## config.mk

```make
export PLATFORM = sky130hd
export DESIGN_NAME = multi_car_elevator_controller_core
export DESIGN_NICKNAME = d
export VERILOG_FILES = /design/src/hw/rtl/mec_pkg.sv /design/src/hw/rtl/mec_datapath.sv /design/src/hw/rtl/mec_controller.sv /design/src/hw/rtl/multi_car_elevator_controller_core.sv
export SDC_FILE = /design/constraint.sdc
export NUM_CORES = 1
export LEC_CHECK = 0
export BUFFER_PORTS_ARGS = -buffer_cell sky130_fd_sc_hd__buf_2
export CORE_MARGIN = 3
export CORE_UTILIZATION = 45
export CTS_CLUSTER_DIAMETER = 100
export DETAILED_ROUTE_END_ITERATION = 8
export GPL_TIMING_DRIVEN = 0
export SLEW_MARGIN = 10
export SYNTH_ARGS = -nofsm -noshare
export SYNTH_HDL_FRONTEND = slang
export SYNTH_SLANG_ARGS = --single-unit
```

## constraint.sdc

```tcl
create_clock -name clk_i -period 7.5 [get_ports clk_i]
set_clock_uncertainty 0.05 [all_clocks]
set_input_delay 1.5 -clock clk_i [delete_from_list [all_inputs] [get_ports clk_i]]
set_output_delay 1.5 -clock clk_i [all_outputs]
set_load 0.02 [all_outputs]
```

## src/hw/rtl/mec_pkg.sv

```systemverilog
// Shared types and constants for the multi-car elevator controller.
// Used by the controller, the datapath and the top level; no dependencies.
`timescale 1ns / 1ps

package mec_pkg;

  localparam int FLOOR_COUNT = 16;
  localparam int CAR_COUNT   = 3;

  localparam int FLOOR_IW = (FLOOR_COUNT > 1) ? $clog2(FLOOR_COUNT) : 1;
  localparam int CAR_IW   = (CAR_COUNT > 1) ? $clog2(CAR_COUNT) : 1;

  // fixed field widths of the ports
  localparam int CMD_W   = 3;
  localparam int CAR_W   = 2;
  localparam int FLOOR_W = 4;
  localparam int ACT_W   = 3;

  typedef enum logic [CMD_W-1:0] {
    CMD_INSIDE     = 3'd0,
    CMD_OUT_UP     = 3'd1,
    CMD_OUT_DOWN   = 3'd2,
    CMD_ARRIVE     = 3'd3,
    CMD_DOOR_OPEN  = 3'd4,
    CMD_DOOR_CLOSE = 3'd5,
    CMD_TICK       = 3'd6
  } cmd_e;

  typedef enum logic [2:0] {
    MODE_IDLE    = 3'd0,
    MODE_UP      = 3'd1,
    MODE_DOWN    = 3'd2,
    MODE_STOPPED = 3'd3,
    MODE_OPENING = 3'd4,
    MODE_CLOSING = 3'd5
  } mode_e;

  typedef enum logic [1:0] {
    DIR_NONE = 2'd0,
    DIR_UP   = 2'd1,
    DIR_DOWN = 2'd2
  } dir_e;

  typedef enum logic [1:0] {
    REQ_NONE = 2'd0,
    REQ_MAND = 2'd1,
    REQ_UP   = 2'd2,
    REQ_DOWN = 2'd3
  } req_e;

  typedef enum logic [ACT_W-1:0] {
    ACT_LIGHT     = 3'd0,
    ACT_UP        = 3'd1,
    ACT_DOWN      = 3'd2,
    ACT_STOP      = 3'd3,
    ACT_LIGHT_OFF = 3'd4,
    ACT_OPEN      = 3'd5,
    ACT_CLOSE     = 3'd6
  } action_e;

  // controller to datapath
  typedef struct packed {
    logic capture;  // latch the accepted request
    logic load;     // fetch the addressed car's state
    logic exec;     // apply the request and register its results
    logic sel;      // which registered result drives the output
  } ctrl_cmd_t;

  // datapath to controller
  typedef struct packed {
    logic [1:0] exec_n;  // result count of the request being executed
    logic [1:0] held_n;  // result count held for output
  } dp_status_t;

endpackage

```

## src/hw/rtl/mec_datapath.sv

```systemverilog
// Datapath: per-car request rows and car state, request decode and the tick rule.
// Depends on mec_pkg; sequenced by mec_controller.
`timescale 1ns / 1ps

module mec_datapath import mec_pkg::*; (
  input  logic                clk_i,
  input  logic                rst_ni,
  input  ctrl_cmd_t           cmd_i,
  output dp_status_t          status_o,
  input  logic [CMD_W-1:0]    command_i,
  input  logic [CAR_W-1:0]    car_i,
  input  logic [FLOOR_W-1:0]  floor_i,
  output logic [CAR_W-1:0]    target_car_o,
  output logic [ACT_W-1:0]    action_o,
  output logic [FLOOR_W-1:0]  action_floor_o,
  output logic                last_o
);

  // architectural state of all cars
  req_e                rows_q   [CAR_COUNT][FLOOR_COUNT];
  logic [FLOOR_IW-1:0] floor_q  [CAR_COUNT];
  mode_e               mode_q   [CAR_COUNT];
  dir_e                ldir_q   [CAR_COUNT];
  logic                opened_q [CAR_COUNT];
  logic                closed_q [CAR_COUNT];

  // captured request
  logic [CMD_W-1:0]   cmd_q;
  logic [CAR_W-1:0]   car_q;
  logic [FLOOR_W-1:0] fl_q;

  // working copy of the addressed car
  req_e                row_q [FLOOR_COUNT];
  logic [FLOOR_IW-1:0] here_q;
  mode_e               cmode_q;
  dir_e                cldir_q;
  logic                copened_q;
  logic                cclosed_q;

  // registered results
  logic [1:0]         n_q;
  action_e            act0_q;
  action_e            act1_q;
  logic [FLOOR_W-1:0] fl0_q;

  logic [CAR_IW-1:0]   car_ix;
  logic [FLOOR_IW-1:0] fl_ix;
  logic                item_ok;

  assign car_ix  = CAR_IW'(car_q);
  assign fl_ix   = FLOOR_IW'(fl_q);
  assign item_ok = (32'(car_q) < CAR_COUNT) &&
                   !((cmd_q <= CMD_ARRIVE) && (32'(fl_q) >= FLOOR_COUNT)) &&
                   (cmd_q <= CMD_TICK);

  // request capture
  always_ff @(posedge clk_i) begin
    if (cmd_i.capture) begin
      cmd_q <= command_i;
      car_q <= car_i;
      fl_q  <= floor_i;
    end
  end

  // fetch of the addressed car
  always_ff @(posedge clk_i) begin
    if (cmd_i.load) begin
      row_q     <= rows_q[car_ix];
      here_q    <= floor_q[car_ix];
      cmode_q   <= mode_q[car_ix];
      cldir_q   <= ldir_q[car_ix];
      copened_q <= opened_q[car_ix];
      cclosed_q <= closed_q[car_ix];
    end
  end

  // row masks relative to the current floor
  logic [FLOOR_COUNT-1:0] pend, gt_m, lt_m, here_oh, pend_ex, low_bit;

  always_comb begin
    for (int i = 0; i < FLOOR_COUNT; i++) begin
      pend[i]    = (row_q[i] != REQ_NONE);
      gt_m[i]    = (i > int'(here_q));
      lt_m[i]    = (i < int'(here_q));
      here_oh[i] = (i == int'(here_q));
    end
  end

  assign pend_ex = pend & ~here_oh;
  assign low_bit = pend_ex & (~pend_ex + FLOOR_COUNT'(1));

  // request decode and mode rule
  logic [1:0]          n_d;
  action_e             act0_d, act1_d;
  logic [FLOOR_W-1:0]  fl0_d;
  mode_e               mode_d;
  dir_e                ldir_d;
  logic                opened_d, closed_d, floor_we, row_we;
  logic [FLOOR_IW-1:0] row_wa;
  req_e                row_wd;
  logic                up, halt;
  req_e                r_here;

  assign r_here = row_q[here_q];

  always_comb begin
    n_d      = 2'd0;
    act0_d   = ACT_LIGHT;
    act1_d   = ACT_LIGHT;
    fl0_d    = '0;
    mode_d   = cmode_q;
    ldir_d   = cldir_q;
    opened_d = copened_q;
    closed_d = cclosed_q;
    floor_we = 1'b0;
    row_we   = 1'b0;
    row_wa   = fl_ix;
    row_wd   = REQ_NONE;
    up       = (cmode_q == MODE_UP);
    halt     = 1'b0;
    if (item_ok) begin
      case (cmd_q)
        CMD_INSIDE: begin
          row_we = 1'b1;
          row_wd = REQ_MAND;
          n_d    = 2'd1;
          act0_d = ACT_LIGHT;
          fl0_d  = fl_q;
        end
        CMD_OUT_UP: begin
          row_we = 1'b1;
          row_wd = REQ_UP;
        end
        CMD_OUT_DOWN: begin
          row_we = 1'b1;
          row_wd = REQ_DOWN;
        end
        CMD_ARRIVE:     floor_we = 1'b1;
        CMD_DOOR_OPEN:  opened_d = 1'b1;
        CMD_DOOR_CLOSE: closed_d = 1'b1;
        CMD_TICK: begin
          case (cmode_q)
            MODE_IDLE: begin
              ldir_d = DIR_NONE;
              if (|pend_ex) begin
                n_d = 2'd1;
                if (|(low_bit & gt_m)) begin
                  act0_d = ACT_UP;
                  mode_d = MODE_UP;
                end else begin
                  act0_d = ACT_DOWN;
                  mode_d = MODE_DOWN;
                end
              end
            end
            MODE_UP, MODE_DOWN: begin
              ldir_d = up ? DIR_UP : DIR_DOWN;
              if (r_here == REQ_MAND || r_here == (up ? REQ_UP : REQ_DOWN)) begin
                halt = 1'b1;
              end else if (r_here == (up ? REQ_DOWN : REQ_UP)) begin
                halt = up ? !(|(pend & gt_m)) : !(|(pend & lt_m));
              end
              if (halt) begin
                n_d    = 2'd1;
                act0_d = ACT_STOP;
                row_we = 1'b1;
                row_wa = here_q;
                row_wd = REQ_NONE;
                mode_d = MODE_STOPPED;
              end
            end
            MODE_STOPPED: begin
              n_d    = 2'd2;
              act0_d = ACT_LIGHT_OFF;
              fl0_d  = FLOOR_W'(here_q);
              act1_d = ACT_OPEN;
              mode_d = MODE_OPENING;
            end
            MODE_OPENING: begin
              if (copened_q) begin
                opened_d = 1'b0;
                n_d      = 2'd1;
                act0_d   = ACT_CLOSE;
                mode_d   = MODE_CLOSING;
              end
            end
            MODE_CLOSING: begin
              if (cclosed_q) begin
                closed_d = 1'b0;
                mode_d   = MODE_IDLE;
                if (cldir_q == DIR_UP && |(pend & ~lt_m)) begin
                  n_d    = 2'd1;
                  act0_d = ACT_UP;
                  mode_d = MODE_UP;
                end else if (cldir_q == DIR_DOWN && |(pend & ~gt_m)) begin
                  n_d    = 2'd1;
                  act0_d = ACT_DOWN;
                  mode_d = MODE_DOWN;
                end
              end
            end
            default: ;
          endcase
        end
        default: ;
      endcase
    end
  end

  // state write-back
  always_ff @(posedge clk_i or negedge rst_ni) begin
    if (!rst_ni) begin
      for (int c = 0; c < CAR_COUNT; c++) begin
        for (int f = 0; f < FLOOR_COUNT; f++) begin
          rows_q[c][f] <= REQ_NONE;
        end
        floor_q[c]  <= '0;
        mode_q[c]   <= MODE_IDLE;
        ldir_q[c]   <= DIR_NONE;
        opened_q[c] <= 1'b0;
        closed_q[c] <= 1'b0;
      end
    end else if (cmd_i.exec && item_ok) begin
      if (row_we) begin
        rows_q[car_ix][row_wa] <= row_wd;
      end
      if (floor_we) begin
        floor_q[car_ix] <= fl_ix;
      end
      mode_q[car_ix]   <= mode_d;
      ldir_q[car_ix]   <= ldir_d;
      opened_q[car_ix] <= opened_d;
      closed_q[car_ix] <= closed_d;
    end
  end

  // result registers
  always_ff @(posedge clk_i) begin
    if (cmd_i.exec) begin
      n_q    <= n_d;
      act0_q <= act0_d;
      act1_q <= act1_d;
      fl0_q  <= fl0_d;
    end
  end

  assign status_o.exec_n = n_d;
  assign status_o.held_n = n_q;

  // output select
  assign target_car_o   = car_q;
  assign action_o       = cmd_i.sel ? act1_q : act0_q;
  assign action_floor_o = cmd_i.sel ? '0 : fl0_q;
  assign last_o         = cmd_i.sel || (n_q == 2'd1);

endmodule

```

## src/hw/rtl/mec_controller.sv

```systemverilog
// Controller: sequences capture, fetch, execute and result delivery.
// Depends on mec_pkg; drives mec_datapath through ctrl_cmd_t.
`timescale 1ns / 1ps

module mec_controller import mec_pkg::*; (
  input  logic       clk_i,
  input  logic       rst_ni,
  input  logic       in_valid_i,
  output logic       in_ready_o,
  output logic       out_valid_o,
  input  logic       out_ready_i,
  output ctrl_cmd_t  cmd_o,
  input  dp_status_t status_i
);

  typedef enum logic [4:0] {
    ST_IDLE = 5'b00001,
    ST_LOAD = 5'b00010,
    ST_EXEC = 5'b00100,
    ST_OUT0 = 5'b01000,
    ST_OUT1 = 5'b10000
  } state_e;

  state_e state_q, state_d;
  logic   in_acc, out_acc;

  assign in_ready_o  = (state_q == ST_IDLE);
  assign out_valid_o = (state_q == ST_OUT0) || (state_q == ST_OUT1);
  assign in_acc      = in_valid_i && in_ready_o;
  assign out_acc     = out_valid_o && out_ready_i;

  // next state
  always_comb begin
    state_d = state_q;
    case (state_q)
      ST_IDLE: if (in_acc) state_d = ST_LOAD;
      ST_LOAD: state_d = ST_EXEC;
      ST_EXEC: state_d = (status_i.exec_n == 2'd0) ? ST_IDLE : ST_OUT0;
      ST_OUT0: begin
        if (out_acc) state_d = (status_i.held_n == 2'd2) ? ST_OUT1 : ST_IDLE;
      end
      ST_OUT1: if (out_acc) state_d = ST_IDLE;
      default: state_d = ST_IDLE;
    endcase
  end

  always_ff @(posedge clk_i or negedge rst_ni) begin
    if (!rst_ni) begin
      state_q <= ST_IDLE;
    end else begin
      state_q <= state_d;
    end
  end

  // datapath commands
  assign cmd_o.capture = in_acc;
  assign cmd_o.load    = (state_q == ST_LOAD);
  assign cmd_o.exec    = (state_q == ST_EXEC);
  assign cmd_o.sel     = (state_q == ST_OUT1);

  // no request is taken while a result is offered
  a_no_overlap: assert property (@(posedge clk_i) disable iff (!rst_ni)
    !(in_ready_o && out_valid_o))
    else $error("request accepted while a result is pending");

  // a request never yields more than two results
  a_count_range: assert property (@(posedge clk_i) disable iff (!rst_ni)
    (state_q == ST_EXEC) |-> (status_i.exec_n != 2'd3))
    else $error("result count out of range");

  // the second result is offered only for a two-result request
  a_second_result: assert property (@(posedge clk_i) disable iff (!rst_ni)
    (state_q == ST_OUT1) |-> (status_i.held_n == 2'd2))
    else $error("second result without a two-result request");

  // an accepted request passes through the fetch state into execution
  a_exec_follows: assert property (@(posedge clk_i) disable iff (!rst_ni)
    in_acc |-> ##2 cmd_o.exec)
    else $error("accepted request was not executed");

endmodule

```

## src/hw/rtl/multi_car_elevator_controller_core.sv

```systemverilog
// Multi-car elevator controller: one request in, up to two commands out.
// A request is accepted only while idle; it then passes through car fetch and execute, after which
// its results are offered one at a time; a request without results returns straight to idle.
// No new request is taken until every result of the last one has been taken by the sink,
// so a stalled sink holds the input.
// Reset (async, active low): all request rows cleared, cars idle at floor 0, flags cleared.
`timescale 1ns / 1ps

module multi_car_elevator_controller_core import mec_pkg::*; (
  input  logic               clk_i,
  input  logic               rst_ni,
  input  logic               in_valid_i,
  output logic               in_ready_o,
  input  logic [CMD_W-1:0]   command_i,
  input  logic [CAR_W-1:0]   car_i,
  input  logic [FLOOR_W-1:0] floor_i,
  output logic               out_valid_o,
  input  logic               out_ready_i,
  output logic [CAR_W-1:0]   target_car_o,
  output logic [ACT_W-1:0]   action_o,
  output logic [FLOOR_W-1:0] action_floor_o,
  output logic               last_o
);

  ctrl_cmd_t  ctrl_cmd;
  dp_status_t dp_status;

  // sequencer
  mec_controller u_ctrl (
    .clk_i       (clk_i),
    .rst_ni      (rst_ni),
    .in_valid_i  (in_valid_i),
    .in_ready_o  (in_ready_o),
    .out_valid_o (out_valid_o),
    .out_ready_i (out_ready_i),
    .cmd_o       (ctrl_cmd),
    .status_i    (dp_status)
  );

  // car state and decision logic
  mec_datapath u_dp (
    .clk_i          (clk_i),
    .rst_ni         (rst_ni),
    .cmd_i          (ctrl_cmd),
    .status_o       (dp_status),
    .command_i      (command_i),
    .car_i          (car_i),
    .floor_i        (floor_i),
    .target_car_o   (target_car_o),
    .action_o       (action_o),
    .action_floor_o (action_floor_o),
    .last_o         (last_o)
  );

endmodule

```

==> results.txt, run 1 <==
- Number of enable flip-flop cells after synthesis: 62
- Register bit total from synthesis: between 150 and 200
* Part of the total power dissipated in the clock network: 0.306
- For flop-to-flop paths, the worst setup slack is between 3 and 4 ns.
- Maxcap violations: 0
- Measured against its own limit, the worst slew margin works out to 0.250.
* Launching element of the worst setup path: u_dp.here_q[0]
- Post-CTS setup buffer count: 0
- Clock tree sinks: around 200
- Clock-pin slew was measured on the worst setup and hold paths at about 0.08 ns.
* Root buffer selected by CTS: sky130_fd_sc_hd__clkbuf_16
- Actual slew at the worst max-slew pin: ~1.1 ns
- For this run, the number of standard cells in the final layout without fillers is between 1000 and 1500.
- R2R Path Start: u_dp.here_q[0]
* Post-synthesis cell count: approximately 1100
- In the finished design, the share of the clock period the worst path needs comes to 0.568.
- Once the clock tree was built, the resizer swapped 0 gates to a different size.
- Share of cells above drive strength 1: 0.158
- Count of hold buffers inserted by post-cts repair: 0
- Maximum fanout along the worst path: 10
- The clock passes through at most 2 buffers.
- Core Rows: between 50 and 60
- Fin util: 0.515
- I/O pin total: 25
- The initial utilization of the core area, before any placement, comes to 0.465.
- The floorplan step defined a die boundary enclosing 0.0266 mm^2.
* Net count of the finished layout: around 1100
* Worst-case vdd ir drop: ~0.14 mV
* Crit path DAT: ~4.5 ns
- STA classifies the critical path startpoint as a register.
- Sw Share: 0.364
* Number of fill cells: 2190
* Number of antenna-violating nets in the routed design: 0
- Hold Violations, Final: 0
- Via Count: 9162
* CTS tree: yes
- Flop pwr share: 0.433
- Setup repair after global routing missed its margin: no
- Kind of critical path: register to register
* Sum of negative setup slack: 0 ns
- Status: complete, no violations
- Wire length of the first global-routing pass: 53.5 mm
- Counting distinct cell types in the post-synthesis netlist gives 79.
- Buffers inserted during clock tree synthesis total 17.
- Yosys printed 0 warnings.
* First drt pass iteration count: 5
* Required time at the worst-slack endpoint: around 7.8 ns
- Power spread over the standard cell area amounts to approximately 250 mW/mm^2.
* # DRC: 0
* Switching power: 1.11 mW
- The area growth from synthesis to layout is 10.6%.
- Final Wtd Congestion: between 0.9 and 1
- After floorplanning, the core was sized to cover about 0.024 mm^2.
- Pint: slightly below 2 mW
- IO buf count: 24
* Max-slew violation total from the final report: 0
- In the final routed layout, each cell accounts on average for 23.9 um.
* Y dimension of the die: roughly 160 um
- The H-tree was split into 4 levels.
- The via count of the first global-routing pass was between 8000 and 9000.
- The most critical setup path has its endpoint at u_dp.mode_q[0].
- Number of antenna violations at the first check in global routing: 0
- Most instantiated flip-flop cell in the synthesis netlist: sky130_fd_sc_hd__dfrtp_1
- Total detailed-routing wirelength: roughly 35 mm
- Across every metal layer, demand over resource in global routing totals 0.266.
- Post-Syn Area per Cell: approximately 10 um^2
- The share of the Yosys chip area taken by registers is 0.469.
- Leading cell types in the layout, fill and taps excluded: sky130_fd_sc_hd__dfrtp_1 (133), sky130_fd_sc_hd__nand2_1 (116), sky130_fd_sc_hd__o21ai_0 (83)
- Cell Count Post-Placement: 1414
- Post-detailed-route via-to-cell ratio: ~6.3
* Count of endpoints failing setup in the final report: 0
* Die width: between 150 and 200 um
- For the worst-skew pair, the clock arrives at the later sink with an insertion delay of 0.45 ns.
- In the synthesized netlist the async set-or-reset flop fraction comes to 0.684.
* Most common cell after layout, fill and taps aside: sky130_fd_sc_hd__dfrtp_1
* Number of antenna cells inserted: 0
- The worst hold path belongs to the class register to register.
- Reg-to-Reg End: u_dp.mode_q[0]
* Final HPWL DP: between 20 and 30 mm
- Residual overflow from global routing: 0
* Maximum number of pins on one net before global-route repair: between 70 and 80
- Based on the critical path, the design can be clocked at up to around 230 MHz.
- Synthesis produced a netlist with a net count of around 1100.
- The synthesized netlist occupies a cell area of between 0.01 and 0.015 mm^2.
* Leak Pwr: roughly 4.7 nW
* Min Clock Period, post-route: ~4.3 ns
- The share of total power dissipated in combinational logic is 0.262.
- The worst setup path is captured at a register.
* Number of design-rule violations left by the first detailed-router iteration: ~900
- The number of cells on the worst reg-to-reg path is 13.
==> critical path, cell delays in order (launching register included) <==
cell,delay [ns]
sky130_fd_sc_hd__edfxtp_1,0.43
sky130_fd_sc_hd__buf_6,0.17
sky130_fd_sc_hd__buf_8,0.15
sky130_fd_sc_hd__buf_8,0.14
sky130_fd_sc_hd__buf_2,0.19
sky130_fd_sc_hd__buf_2,0.23
sky130_fd_sc_hd__nor2b_1,0.61
sky130_fd_sc_hd__nand2_1,0.12
sky130_fd_sc_hd__a211oi_1,0.58
sky130_fd_sc_hd__nand4_1,0.35
sky130_fd_sc_hd__o21ai_1,0.30
sky130_fd_sc_hd__nor2_1,0.10
sky130_fd_sc_hd__a211oi_1,0.53
sky130_fd_sc_hd__o31ai_1,0.14
==> state kept, by name, summed over array words and instances, names as in the netlist, 2 cells and up <==
name,flops
u_dp.fl_ix,4
u_dp.mode_q,9
u_dp.row_q,32
u_dp.cmd_q,3
u_dp.n_q,2
u_dp.cldir_q,2
u_dp.act0_q,3
u_dp.ldir_q,6
u_dp.here_q,4
u_ctrl.state_q,5
u_dp.floor_q,12
u_dp.opened_q,3
u_dp.target_car_o,2
u_dp.cmode_q,3
u_dp.closed_q,3
u_dp.rows_q,96
u_dp.fl0_q,4
==> cell families (layout without fill, tap and decap cells) <==
group | Yosys count | count (layout) | share of synthesized area
AO/OA/AOI/OAI | 363 | 363 | 0.261
XOR/XNOR | 2 | 2 | 0.00158
AND/OR/NAND/NOR | 348 | 348 | 0.157
flip-flops | 196 | 196 | 0.469
multiplexers | 68 | 68 | 0.0686
buffers and inverters | 92 | 150 | 0.0419
==> layer usage <==
metal,part of all wire,global-route usage,vias up
met5,0,0,-
met4,0.023,0.0796,0
met3,0.077,0.0517,58
met2,0.44,0.399,396
met1,0.46,0.391,4489
li1,-,-,4219
==> cell usage after synthesis, types with 14 or more instances <==
cell	n	share of area
sky130_fd_sc_hd__a21oi_1	27	0.012
sky130_fd_sc_hd__a22o_1	16	0.013
sky130_fd_sc_hd__buf_2	18	0.0081
sky130_fd_sc_hd__clkbuf_1	44	0.015
sky130_fd_sc_hd__dfrtp_1	133	0.30
sky130_fd_sc_hd__edfxtp_1	62	0.17
sky130_fd_sc_hd__mux2_2	15	0.015
sky130_fd_sc_hd__mux2i_1	48	0.043
sky130_fd_sc_hd__nand2_1	116	0.039
sky130_fd_sc_hd__nand3_1	37	0.017
sky130_fd_sc_hd__nand4_1	14	0.0079
sky130_fd_sc_hd__nor2_1	64	0.022
sky130_fd_sc_hd__nor2b_1	15	0.0084
sky130_fd_sc_hd__nor3_1	23	0.010
sky130_fd_sc_hd__o211ai_1	34	0.023
sky130_fd_sc_hd__o211ai_2	20	0.023
sky130_fd_sc_hd__o21ai_0	83	0.037
sky130_fd_sc_hd__o2bb2ai_1	81	0.064
sky130_fd_sc_hd__o31ai_1	16	0.011
==> worst min-delay path by stage <==
stage,start,end,slack (ns),depth (start not counted)
after floorplan,u_dp.closed_q[2],u_dp.closed_q[2],0.40,2
after global placement,u_dp.closed_q[0],u_dp.closed_q[0],0.41,2
after detailed placement,u_dp.closed_q[0],u_dp.closed_q[0],0.41,2
after CTS,u_dp.closed_q[0],u_dp.closed_q[0],0.43,2
after global routing,u_dp.rows_q[17],u_dp.rows_q[17],0.46,1
final,u_dp.closed_q[0],u_dp.closed_q[0],0.43,2
==> power by group through the flow <==
| stage | Combinational, mW | Clock (mW) | Sequential (mW) |
|---|---|---|---|
| 4_1_cts | 0.788 | 0.940 | 1.32 |
| 5_1_grt | 0.860 | 0.988 | 1.33 |
| 3_3_place_gp | 0.777 | 0 | 1.34 |
| 2_1_floorplan | 0.544 | 0 | 1.31 |
| 6_report | 0.798 | 0.932 | 1.32 |
| 3_5_place_dp | 0.784 | 0 | 1.34 |
==> final cells by class <==
type	count	area [um^2]	share of cell area
flip-flops and latches	196	5220	0.424
clock inverters	14	178	0.0145
plain buffers	82	428	0.0348
clock buffers	18	429	0.0349
multi-input cells	781	5430	0.442
well taps	319	399	0.0325
inverters	10	37.5	0.00305
repair buffers	26	174	0.0141
==> stage by stage <==
step                      instance area [um^2]  hold WS [ns]  power, mW  setup slack [ns]
final                                    12300         0.430       3.05              3.24
after global routing                     12300         0.456       3.18              3.19
after CTS                                12300         0.432       3.04              3.36
after detailed placement                 11700         0.412       2.12              3.40
after global placement                   11600         0.409       2.12              2.97
after floorplan                          11100         0.395       1.85              4.73
(Power assumes the default switching activity.)
==> run 2: changes to the inputs <==
- clock period: 7.5 -> 3.9 ns (I/O delays scaled with it)
==> run 2 against run 1 <==
Net effect: global-route usage hardly changed; register-to-register slack worse by 3.2 ns; hold slack worse by 0.21 ns; sequential share of layout area is 0.095 points lower; final cell count stayed put; critical path depth did not move; power grew 92%; non-clock buffer count unchanged; final area up 0.22%; sequential power increased by 92%; routed wire length up 0.30%.
==> results.txt, run 2 (synthesis gave the netlist of run 1 again) <==
- Mean routed wirelength per cell: between 20 and 25 um
- R2r setup slk: ~0.083 ns
* Global router's overall resource usage: 0.266
- Share of the clock period used by the worst path after layout: 0.979
- Die width: approximately 160 um
* Largest Register: u_dp.rows_q
- Post-route non-filler standard cell count: ~1400
- Number of antenna violations at the first check in global routing: 0
* Sequential Area: around 0.0052 mm^2
* Maximum number of pins on one net before global-route repair: just under 80
- Number of fill cells: between 2000 and 2500
- Clk Latency, worst-skew pair: roughly 0.45 ns
* Y dimension of the die: approximately 160 um
* Cell Count Post-Placement: 1414
* Sum of negative setup slack: 0 ns
- Effective utilization at floorplan: 0.465
- The final route contains 9090 vias.
- The tree is rooted in a sky130_fd_sc_hd__clkbuf_16.
- # DRC: 0
* Critical Path Slowest Stage Cell: sky130_fd_sc_hd__a211oi_1
* Clock input transition at the sequential cells of the worst setup and hold paths: roughly 0.09 ns
* Net count of the finished layout: about 1100
- Leak Pwr: about 4.7 nW
- Core Rows: between 50 and 60
- Of all nets on the critical path, the largest fanout is 10.
- Maxcap violations: 0
- The floorplan step defined a die boundary enclosing about 0.027 mm^2.
- After clock tree synthesis, the flow added hold-fix buffers numbering 0.
* Crit path DAT: 4.08 ns
- Hold Violations, Final: 0
- The layer flagged by global routing as most heavily used is met2.
- Leaving out fill and tap cells, the most frequent cell in the layout is sky130_fd_sc_hd__dfrtp_1.
- Maximum achievable frequency: 262 MHz
- The first TritonRoute pass finished after 8 iterations.
- GR Util met3: 0.0533
* Max H-tree Level: 4
- Met1 track demand over resource: 0.391
- Clock buffer count from CTS: 17
- Once the clock tree was built, the setup fixing pass inserted 0 buffers.
- Setup repair after global routing missed its margin: no
- At the worst endpoint, the required time is 4.17 ns.
* Nature of the critical path endpoint: register
- At the pin with the least slew margin, the transition time is approximately 1.1 ns.
- Residual overflow from global routing: 0
* Total power: 5.87 mW
* Count of endpoints failing setup in the final report: 0
- Path class of the lowest-slack min-delay path: input pin to asynchronous set/reset pin
* Final Wtd Congestion: between 0.9 and 1
* Ordered list of cells on the worst path: buf_6, buf_8, buf_8, buf_2, buf_2, nor2b_2, nand2_1, a211oi_1, nand4_1, o21ai_1, nor2_1, a211oi_2, o31ai_1
* Areal power density over the cells: 476 mW/mm^2
- Min Clock Period, post-route: roughly 3.8 ns
- Clock tree synthesis found a total of between 150 and 200 sinks.
* Max-slew violation total from the final report: 0
- The total area inside the core boundary comes to around 0.024 mm^2.
- For this block, the routed nets add up to 34.6 mm of wire.
- Normalized max-slew margin: 0.284
* Vias in the first global route: 8805
- Multi-input gate area in the final layout: 0.00546 mm^2
* Worst-case vdd ir drop: approximately 0.26 mV
- The register with the most flip-flops in the layout has 96 of them.
- 0 antenna diodes ended up in the layout.
* Final HPWL DP: roughly 26 mm
- The first global-routing pass estimated ~54 mm of wire.
* Maximum root-to-sink buffer count: 2
- The cell family contributing the most delay on the critical path is compound AO/OA/AOI/OAI gates.
* Synth-to-Final Area Change: 10.9%
* Maximum cell stage delay along the critical path: approximately 0.55 ns
* Kind of critical path: register to register
* Post-detailed-route via-to-cell ratio: about 6.3
- Status: complete, no violations
- Leaving out fill and tap cells, the most frequent cells in the layout are sky130_fd_sc_hd__dfrtp_1 (133), sky130_fd_sc_hd__nand2_1 (116), sky130_fd_sc_hd__o21ai_0 (82).
- After routing the design area is 0.0123 mm^2.
- In the final layout, the registers with the most flip-flops are u_dp.rows_q x96, u_dp.row_q x32, u_dp.floor_q x12.
- Placed Instance Area: about 0.012 mm^2
* I/O pin total: 25
* Buffers & Inverters on Critical Path: 5
- CTS tree: yes
* Met2 Usage GRT: 0.398
- Of the cells placed in the final design, the portion with a size suffix greater than 1 is 0.163.
* Fin util: 0.516
- Worst Setup Start Kind: register
- Number of antenna-violating nets in the routed design: 0
* IO buf count: 24
- Number of design-rule violations left by the first detailed-router iteration: approximately 910
## run 2: cell counts in the layout (fill, tap and decap cells not counted)
Identical to the previous run, type by type.
## run 2: per-stage QoR
step                      hold slack (ns)  setup WS, ns
after floorplan                     0.395          1.13
after global placement              0.409        -0.224
after detailed placement            0.412        -0.197
after CTS                           0.245        0.0107
after global routing                0.250       0.00995
final                               0.216        0.0829
## run 2: cell type report
cell class	count	area share
Multi-Input combinational cell	781	0.443
Sequential cell	196	0.423
Clock buffer	18	0.0348
Buffer	82	0.0348
Tap cell	319	0.0324
Clock inverter	14	0.0144
Timing Repair Buffer	26	0.0141
Inverter	10	0.00305
## run 2: worst reg2reg max path: cells and delay by family (launching register included)
family,cells,cell delay (ns)
buffers and inverters,5,0.92
flip-flops,1,0.43
AND/OR/NAND/NOR,4,0.94
AO/OA/AOI/OAI,4,1.34
## run 2: per-layer routing
| layer | part of all wire | vias up |
|---|---|---|
| li1 | - | 4207 |
| met5 | 0 | - |
| met3 | 0.072 | 56 |
| met4 | 0.023 | 0 |
| met2 | 0.44 | 357 |
| met1 | 0.46 | 4470 |
## run 2: path summary, 6_finish.rpt
kind,end,start,depth (start not counted)
max reg2reg,u_dp.mode_q[6],u_dp.here_q[0],13
max in group asynchronous,u_dp.rows_q[47],rst_ni,2
min in group clk_i,u_dp.closed_q[0],u_dp.closed_q[0],2
min,u_dp.floor_q[5],rst_ni,1
min reg2reg,u_dp.closed_q[0],u_dp.closed_q[0],2
max,u_dp.mode_q[6],u_dp.here_q[0],13
## run 2: power by group
| part | switching, mW | internal, mW | leakage, nW |
|---|---|---|---|
| Clock | 0.907 | 0.877 | 0.294 |
| Sequential | 0.163 | 2.37 | 2.44 |
| Combinational | 1.06 | 0.481 | 2.01 |
| Total | 2.13 | 3.73 | 4.74 |
## run 2: timing repair
action / CTS / global route
hold endpoints to repair: 0 / 0
resized for setup: 3 / 5
endpoints found under the setup margin: 7 / 7
==> run 3: changes to the inputs <==
- MAX_ROUTING_LAYER: unset -> met4
- REMOVE_ABC_BUFFERS: unset -> 1
==> run 3 against run 2 <==
Net effect: setup slack better by 0.080 ns; sequential power grew 3%; power is 1.2% lower; sequential share of layout area down 0.12 points; clock power is 5% lower; first-iteration DRC count up 0.77%; hold slack better by 0.035 ns; final area grew 0.28%; non-clock buffer count shrank 48; fmax up 2.1%; combinational power is 4% lower; via count down 2.7%.
==> results.txt, run 3 (synthesis gave the netlist of run 1 again) <==
* Top Family by Delay on Critical Path: simple AND/OR/NAND/NOR gates
- Maximum fanout along the worst path: 20
* Kind of critical path: register to register
- Actual slew at the worst max-slew pin: 1.05 ns
- Setup violations remaining at the end of the flow were counted as 0.
* Worst-case vdd ir drop: between 0.2 and 0.25 mV
* Nature of the critical path endpoint: register
- The floorplan step defined a die boundary enclosing 0.0266 mm^2.
* Vias in the first global route: approximately 8600
- Most common cell after layout, fill and taps aside: sky130_fd_sc_hd__dfrtp_1
- Buffers & Inverters on Critical Path: 4
- Capture point of the worst path: u_dp.rows_q[19]
- Clock input transition at the sequential cells of the worst setup and hold paths: 0.08 ns
* # DRC: 0
- The worst hold path belongs to the class input pin to asynchronous set/reset pin.
- The routed design has roughly 32 mm of wire.
- Synth-to-Final Area Change: 11.2%
- Required time at the worst-slack endpoint: between 4 and 5 ns
- Share of the clock period used by the worst path after layout: 0.958
* Root buffer selected by CTS: sky130_fd_sc_hd__clkbuf_16
- Static timing analysis puts the maximum clock frequency at 268 MHz.
- Max-cap violations in this run came to 0.
- Entering global routing, the biggest net connects 77 pins.
* R2R Path Start: u_dp.here_q[2]
- Flip-flop count of the largest register, all copies and words added: 96
- Number of antenna cells inserted: 0
- Status: complete, no violations
- Areal power density over the cells: 469 mW/mm^2
- The number of antenna violations at the first check in global routing was 0.
- The HPWL after detailed placement is roughly 22 mm.
- For the worst setup path, the data arrival time is 4.02 ns.
* Largest Register: u_dp.rows_q
- In this run, the number of DRC markers left after iteration 0 of detailed routing was ~900.
- In this design, the stage delay of the slowest critical-path cell is 0.65 ns.
- Across every metal layer, demand over resource in global routing totals 0.255.
* Place WS: -0.837 ns
- No sink is reached through more buffers than the 2 on the longest clock path.
* Leak Pwr: approximately 4.8 nW
- Normalized max-slew margin: 0.297
* Combinational share of power: 0.255
- Reg-to-Reg End: u_dp.rows_q[19]
- Final Wtd Congestion: 0.955
- For the worst-skew pair, the clock arrives at the later sink with an insertion delay of about 0.44 ns.
* Sum of negative setup slack: 0 ns
- In the layout the commonest cells are sky130_fd_sc_hd__dfrtp_1 (133), sky130_fd_sc_hd__nand2_1 (115), sky130_fd_sc_hd__o21ai_0 (83).
- After the last flow step, the layout net total stands at 1080.
* Clock tree sinks: between 150 and 200
- Of the total power, the share spent switching nets is 0.347.
- For this configuration, the core starts out at a cell density of 0.465.
- Library cell appearing most often on the critical path: sky130_fd_sc_hd__buf_8
- The internal portion of the total power is about 3.8 mW.
- The signal on the critical path passes through buf_6, buf_8, nor4_2, o221ai_1, nor4b_1, and4b_4, nand3_1, o311ai_4, buf_4, buf_8, o211ai_1, a22o_1.
- Number of antenna-violating nets in the routed design: 0
- In the final routed layout, each cell accounts on average for between 20 and 25 um.
* Wire length of the first global-routing pass: 50.5 mm
- TritonCTS built the clock tree.
- After detailed routing, the number of vias per cell comes to ~6.3.
- The slowest stage of the critical path is the sky130_fd_sc_hd__edfxtp_1 cell.
- Critical path depth: 12
* Die width: 163 um
* R2R depth: 12
* Launching element of the worst setup path: u_dp.here_q[2]
- Once routing completed, OpenROAD measured the worst setup slack at 0.163 ns.
* Hold Violations, Final: 0
- Via Count: 8849
- Max H-tree Level: 4
* Part of the total power dissipated in the clock network: 0.292
- Max-slew violation total from the final report: 0
* Worst Setup Start Kind: register
- The analysis attributes to net switching a power of between 2 and 2.5 mW.
- Flop pwr share: 0.453
* Cell Count Post-Placement: around 1400
- Setup slack on the worst reg-to-reg path comes out at roughly 0.16 ns.
- In this run the standard cell core region covers ~0.024 mm^2.
* Leading registers by flop count: u_dp.rows_q x96, u_dp.row_q x32, u_dp.floor_q x12
- The floorplan has 56 rows.
* Min Clock Period, post-route: between 3 and 4 ns
- Setup repair after global routing missed its margin: no
- First drt pass iteration count: 6
- Residual overflow from global routing: 0
* Share of cells above drive strength 1: 0.178
* Clock buffer count from CTS: 17
- Measured along the y axis, the die boundary spans ~160 um.
- I/O pin total: 25
- Once layout is complete, the cells apart from fillers number approximately 1400.
- IO buf count: 24
-- run 3: changes by cell type in the layout (fill, tap and decap cells not counted), moves of 3 or more --
cell                       change
sky130_fd_sc_hd__clkbuf_1     -42
sky130_fd_sc_hd__buf_6         -6
sky130_fd_sc_hd__buf_2        -17
sky130_fd_sc_hd__nor4bb_2      -3
sky130_fd_sc_hd__clkinv_8      -5
sky130_fd_sc_hd__buf_16        +7
sky130_fd_sc_hd__buf_1         -6
sky130_fd_sc_hd__and2_1        -4
sky130_fd_sc_hd__nor4bb_1      +3
sky130_fd_sc_hd__buf_4        +10
sky130_fd_sc_hd__buf_8         +7
-- run 3: routing by layer --
| layer | GRT usage | part of all wire |
|---|---|---|
| met5 | - | 0 |
| met4 | 0.0846 | 0.029 |
| met2 | 0.369 | 0.44 |
| met1 | 0.364 | 0.46 |
| met3 | 0.0457 | 0.064 |
-- run 3: how the worst min path moves through the flow --
stage,endpoint,slack [ns],depth (start not counted)
3_3_place_gp,u_dp.ldir_q[4],0.41,2
5_1_grt,u_dp.floor_q[9],0.30,1
3_5_place_dp,u_dp.closed_q[2],0.42,2
4_1_cts,u_dp.floor_q[8],0.29,1
6_report,u_dp.floor_q[9],0.25,1
2_1_floorplan,u_dp.closed_q[2],0.40,2
-- run 3: power groups by stage --
stage	combinational (mW)	sequential, mW	clock [mW]
floorplan	0.832	2.64	0
global placement	1.14	2.79	0
detailed placement	1.38	2.68	0
CTS	1.45	2.62	1.73
global route	1.61	2.65	1.79
finish	1.48	2.62	1.69
-- run 3: per-stage QoR --
stage	hold WS [ns]	instance area, um^2	util	total power, mW
final	0.251	12400	0.517	5.79
after global routing	0.304	12400	0.517	6.05
after CTS	0.285	12300	0.515	5.80
after detailed placement	0.415	11600	0.486	4.06
after global placement	0.411	11200	0.469	3.93
after floorplan	0.395	10700	-	3.47
-- run 3: layout make-up --
class	instances	area, um^2
Timing Repair Buffer	60	654
Sequential cell	196	5220
Fill cell	2138	11500
Multi-Input combinational cell	782	5490
Clock inverter	11	95.1
Inverter	10	37.5
Clock buffer	21	460
Tap cell	319	399
-- run 3: timing repair --
action / CTS / global route
endpoints found under the setup margin: 107 / 97
hold buffers: 0 / 0
pin swaps: 2 / 0
gates resized for setup: 7 / 7
hold endpoints to repair: 0 / 0
setup buffers: 14 / 1
cloned: 0 / 1
